`src/design/bld_pkg.sv`:
```
package bld_pkg;

  localparam int FracBits = 28;
  localparam int IterLimit = 32;

  localparam logic signed [63:0] QMax = 64'sd2147483647;
  localparam logic signed [63:0] QMin = -64'sd2147483648;

  typedef enum logic [2:0] {
    REG_K1 = 3'd0,
    REG_K2 = 3'd1,
    REG_K3 = 3'd2,
    REG_T1 = 3'd3,
    REG_T2 = 3'd4,
    REG_TOL = 3'd5,
    REG_MAXIT = 3'd6
  } reg_idx_t;

  typedef struct packed {
    logic signed [31:0] k1;
    logic signed [31:0] k2;
    logic signed [31:0] k3;
    logic signed [31:0] t1;
    logic signed [31:0] t2;
  } coef_t;

  function automatic logic [32:0] sat64(input logic signed [63:0] v);
    logic [32:0] r;
    if (v > QMax) begin
      r = {1'b1, 32'h7fff_ffff};
    end else if (v < QMin) begin
      r = {1'b1, 32'h8000_0000};
    end else begin
      r = {1'b0, v[31:0]};
    end
    return r;
  endfunction

endpackage

```
`src/design/bld_mul.sv`:
```
module bld_mul (
  input  logic               clk,
  input  logic signed [31:0] a,
  input  logic signed [31:0] b,
  output logic signed [31:0] p,
  output logic               p_ovf
);

  logic signed [63:0] prod;
  logic signed [63:0] shifted;
  logic [32:0] s;

  always_comb begin
    prod = a * b;
    shifted = (prod + (64'sd1 <<< (bld_pkg::FracBits - 1))) >>> bld_pkg::FracBits;
    s = bld_pkg::sat64(shifted);
  end

  always_ff @(posedge clk) begin
    p <= s[31:0];
    p_ovf <= s[32];
  end

endmodule
```
`config.mk`:
```
export PLATFORM = sky130hd
export DESIGN_NAME = bld_mul
export DESIGN_NICKNAME = d
export VERILOG_FILES = /design/src/design/bld_pkg.sv /design/src/design/bld_mul.sv
export SDC_FILE = /design/constraint.sdc
export NUM_CORES = 2
export LEC_CHECK = 0
export BUFFER_PORTS_ARGS = -buffer_cell sky130_fd_sc_hd__buf_2
export CELL_PAD_IN_SITES_DETAIL_PLACEMENT = 0
export CELL_PAD_IN_SITES_GLOBAL_PLACEMENT = 1
export CORE_ASPECT_RATIO = 2
export CORE_UTILIZATION = 30
export CTS_CLUSTER_DIAMETER = 120
export CTS_CLUSTER_SIZE = 12
export DETAILED_ROUTE_END_ITERATION = 10
export PLACE_DENSITY = 0.49
export SLEW_MARGIN = 20
export SYNTH_ARGS = -nofsm -noshare
export SYNTH_HDL_FRONTEND = slang
export SYNTH_SLANG_ARGS = --single-unit
```
`constraint.sdc`:
```
create_clock -name clk -period 24 [get_ports clk]
set_input_delay 1.2 -clock clk [delete_from_list [all_inputs] [get_ports clk]]
set_output_delay 1.2 -clock clk [all_outputs]
set_load 0.01 [all_outputs]
```
**After elaboration in Yosys (flattened, before gate mapping)**

Index checks and enable logic that the tools add are counted.
W data, S select, Z words.

- Add/subtract/negate cells: 1
- Multipliers: 1
- $lt $le $gt $ge: 2
- Multiplexer cells: 1

Operators by type and width:

| kind | count |
|---|---|
| $add A64 B29 Y64 const B | 1 |
| $mul A32 B32 Y64 | 1 |
| $gt A36 B32 Y1 const B | 1 |
| $lt A36 B32 Y1 const B | 1 |
| $mux W33 | 1 |

- Bits in registers: 33
- Input port bits: 65
- Word-level logic and storage cells: 7

**Longest topological paths before layout**

- Word-level depth: 4
- Gate-level depth with buffers: 30

**Worst setup path before layout**

Ideal clock, no wire load.

- Kind: input to register
- Start: input port a[31]
- End: register p[0]
- Library setup time: 0.128 ns
- Arrival: 9.214 ns
- Required time: 23.872 ns
- Setup slack: 14.659 ns
- Stages: 27
- Path buffers: 3
- Path through: clkbuf_1 > nand2_1 > inv_1 > fa_1 > fa_1 > fa_1 > fa_1 > inv_1 > fa_1 > inv_1 > fa_1 > inv_1 > fa_1 > inv_1 > fa_1 > ha_1 > buf_4 > a21oi_1 > o21a_1 > o21ai_0 > a21o_2 > a221o_2 > or4_1 > o311a_2 > o41ai_4 > buf_6 > o21ai_1

- Longest elaborated chain between the ends: 4
- Elaborated cells between the ends (all ways): 5

RTL lines:

| item | line | text |
|---|---|---|
| start: declaration | bld_mul.sv:3 | `input logic signed [31:0] a,` |
| $mul A32 B32 Y64 (*) | bld_mul.sv:14 | `prod = a * b;` |
| $add A64 B29 Y64 (*) | bld_mul.sv:15 | `shifted = (prod + (64'sd1 <<< (bld_pkg::FracBits - 1))) >>> bld_pkg::FracBits;` |
| $lt A36 B32 Y1 | bld_pkg.sv:31 | `end else if (v < QMin) begin` |
| $mux W33 | bld_pkg.sv:31 |  |
| end signal: assignment | bld_mul.sv:20 | `p <= s[31:0];` |
| end: declaration | bld_mul.sv:5 | `output logic signed [31:0] p,` |

Every way passes the cells marked *; elsewhere a longest branch is shown, timed or not.
A chain may end at the register's enable or synchronous reset.

**Worst setup path in the final report**

- Start: input port a[31]
- End: register p[4]

Same word-level chain as after synthesis.

==> flow_metrics.tcl <==
set metrics [dict create \
    clk_pin_slew_ps 60 \
    fmax_mhz 95.67 \
    core_um2 120500 \
    final_hold_viol_count 0 \
    nets 5129 \
    worstPathRequired_ps 24140 \
    core.rowCount 180 \
    synth_ff_type "dfxtp_1" \
    syn_area_per_cell_um2 9.436 \
    netlist_top_cells_area "fa_1 59%, inv_1 9.7%, and2_1 8.7%" \
    worst_hold_path_type "flip-flop to primary output" \
    ys_ff_latch 33 \
    grt_pass1_vias 30680 \
    min_period_ps 10450 \
    place_congestion 0.8442 \
    grt_max_degree 33 \
    drv_slew 0 \
    drive_gt1_share_pct 4.231 \
    yosys.cell_types.count 64 \
    cts_hold_buffers 0 \
    dp_hpwl_um 117800 \
    clkSinkCount 33 \
    viasPerCell 4.801 \
    h-tree-depth 2 \
    hold_end "p[9]" \
    fillerInstances 12710 \
    drt_first_iter_violations 863 \
    finalNonFillerCells 5358 \
    cts_tree "done" \
    dr_total_vias 25720 \
    syn_inst 3873 \
    criticalPathCategory "input port to flip-flop" \
    die_w_um 248.8 \
    cts_buffer_depth 2 \
    cts_root_buf "clkbuf_16" \
    drcViolationCount 0 \
    die_area_um2 123300 \
    initial_core_util_pct 30.33 \
    period_share_pct 43.55 \
    hp-start "p[9]" \
    drtAntennaViolNets 0 \
    synthArstFlopShare_pct 0 \
    dr.pass1.iters 5 \
    yosysSeqAreaShare_pct 1.808 \
    io_pins 98 \
    wl_um 140300 \
    worstPathArrival_ps 10590 \
    cp_max_fo 32 \
    yosysTopAreaCellShare_pct 59.27 \
    dieHeight_um 495.6 \
    fin_setup_tns_ps 0 \
    tightest_slew_ps 1031 \
    setup_viol 0 \
    setup.worst_path.end_class "flip-flop" \
    synth_edf_count 0 \
    area_growth_pct 5.618 \
    syn_nets 5198 \
    synth-warning-count 0 \
    post_cts_buffers 0 \
    synth_area_leader_cell "fa_1" \
    port_buffers 97 \
    antenna_found_initial 10 \
    cap_violations 0 \
    holdPathStages 1 \
    synth_area_um2 36550 \
    avgRoutedWirePerCell_um 26.18 \
    rsz0062_at_grt "no" \
    grt_pass1_wl_um 207200 \
    synth_commonest_cells "1082 x fa_1, 943 x inv_1, 527 x nand2_1" \
    post-synth-top-count-cell "fa_1" \
    maxSlewHeadroom_pct 31.26 \
    track_usage_pct 23.59 \
    cts_made_buffers 5 \
    place_inst 5344 \
    cts_resized 0 \
    gr-total-overflow 0 \
    outcome "finished, final reports clean" \
    start_kind "input port" \
]
-- worst max path at each step --
stage,from,depth (start not counted),to,slack (ps)
after CTS,a[31],28,p[4],13590
after detailed placement,a[31],28,p[4],13360
after global placement,a[31],28,p[4],13420
final,a[31],28,p[4],13550
after global routing,a[31],28,p[4],13070
after floorplan,a[31],27,p[0],14660
-- worst max-delay path, stage by stage --
cell	delay, ps
buf_2	130
buf_4	370
nand2_1	210
inv_1	130
fa_1	390
inv_1	260
fa_1	470
inv_1	210
fa_1	500
fa_1	880
inv_1	420
fa_1	590
inv_1	60
fa_1	530
inv_1	60
fa_1	510
inv_1	60
fa_1	480
ha_1	490
and3_1	260
and3_2	220
nand2_1	80
a211oi_1	450
nor2_1	220
o311a_2	500
o41ai_4	350
buf_4	340
o21ai_0	150
-- sequential cells by signal, summed over array words and instances (netlist names) --
signal and flops:
p 32, p_ovf 1
-- logic make-up after synthesis --
kind of cell	Yosys count	share of synthesized area (%)
AOI/OAI and AO/OA	216	3.670
muxes	1	0.02739
DFF	33	1.808
adders and majority gates	1260	65.36
and+or+nand+nor	1161	15.95
xor gates and xnor gates	52	1.267
buffers and inverters	1150	11.92
-- routing by layer --
| metal | up-vias | GRT usage [%] | wire, µm |
|---|---|---|---|
| li1 | 10890 | - | - |
| met1 | 14150 | 20.53 | 40510 |
| met2 | 444 | 51.10 | 87640 |
| met3 | 232 | 0.9640 | 1989 |
| met4 | 6 | 14.33 | 10120 |
| met5 | - | 0 | 36 |
-- cell usage in the layout, fill, tap and decap left out, drive strengths merged, types with 3 or more instances in the layout --
cell type and n:
clkbuf 5, xor2 16, xnor2 36, o21bai 11, o21ai 74, ha 178
and3 9, nand3 8, dfxtp 33, fa 1082, buf 131, nor2b 4
nor3 9, a221o 3, a31oi 7, a21oi 69, inv 943, o211ai 5
o21a 5, a211oi 7, o31ai 6, nor2 52, a211o 3, a21o 10
nand2b 9, diode 6, nand2 527, nand4 14, and2 512, nor4 4
and4 4, a41oi 4
-- area by class of cell --
type                            instances  area, µm²  share of cell area [%]
Multi-Input combinational cell       2690      31540                   81.70
Tap cell                             1547       1936                   5.014
Clock inverter                          3      46.29                  0.1199
Clock buffer                            5      125.1                  0.3241
Timing Repair Buffer                  131      740.7                   1.919
Inverter                              943       3540                   9.170
Sequential cell                        33      660.6                   1.711
Antenna cell                            6      15.01                 0.03890
-- metrics by stage --
step	hold WS (ps)	utilization (%)	worst slack [ps]	area [µm²]
2_1_floorplan	1504	-	14660	36550
3_3_place_gp	1616	31.88	13420	38410
3_5_place_dp	1603	31.88	13360	38410
4_1_cts	1915	32.02	13590	38590
5_1_grt	1928	32.03	13070	38590
6_report	1908	32.04	13550	38600
Power is left out: the tool's default activity adds up to more than one toggle a clock period on the data nets, which glitch-free logic cannot reach.
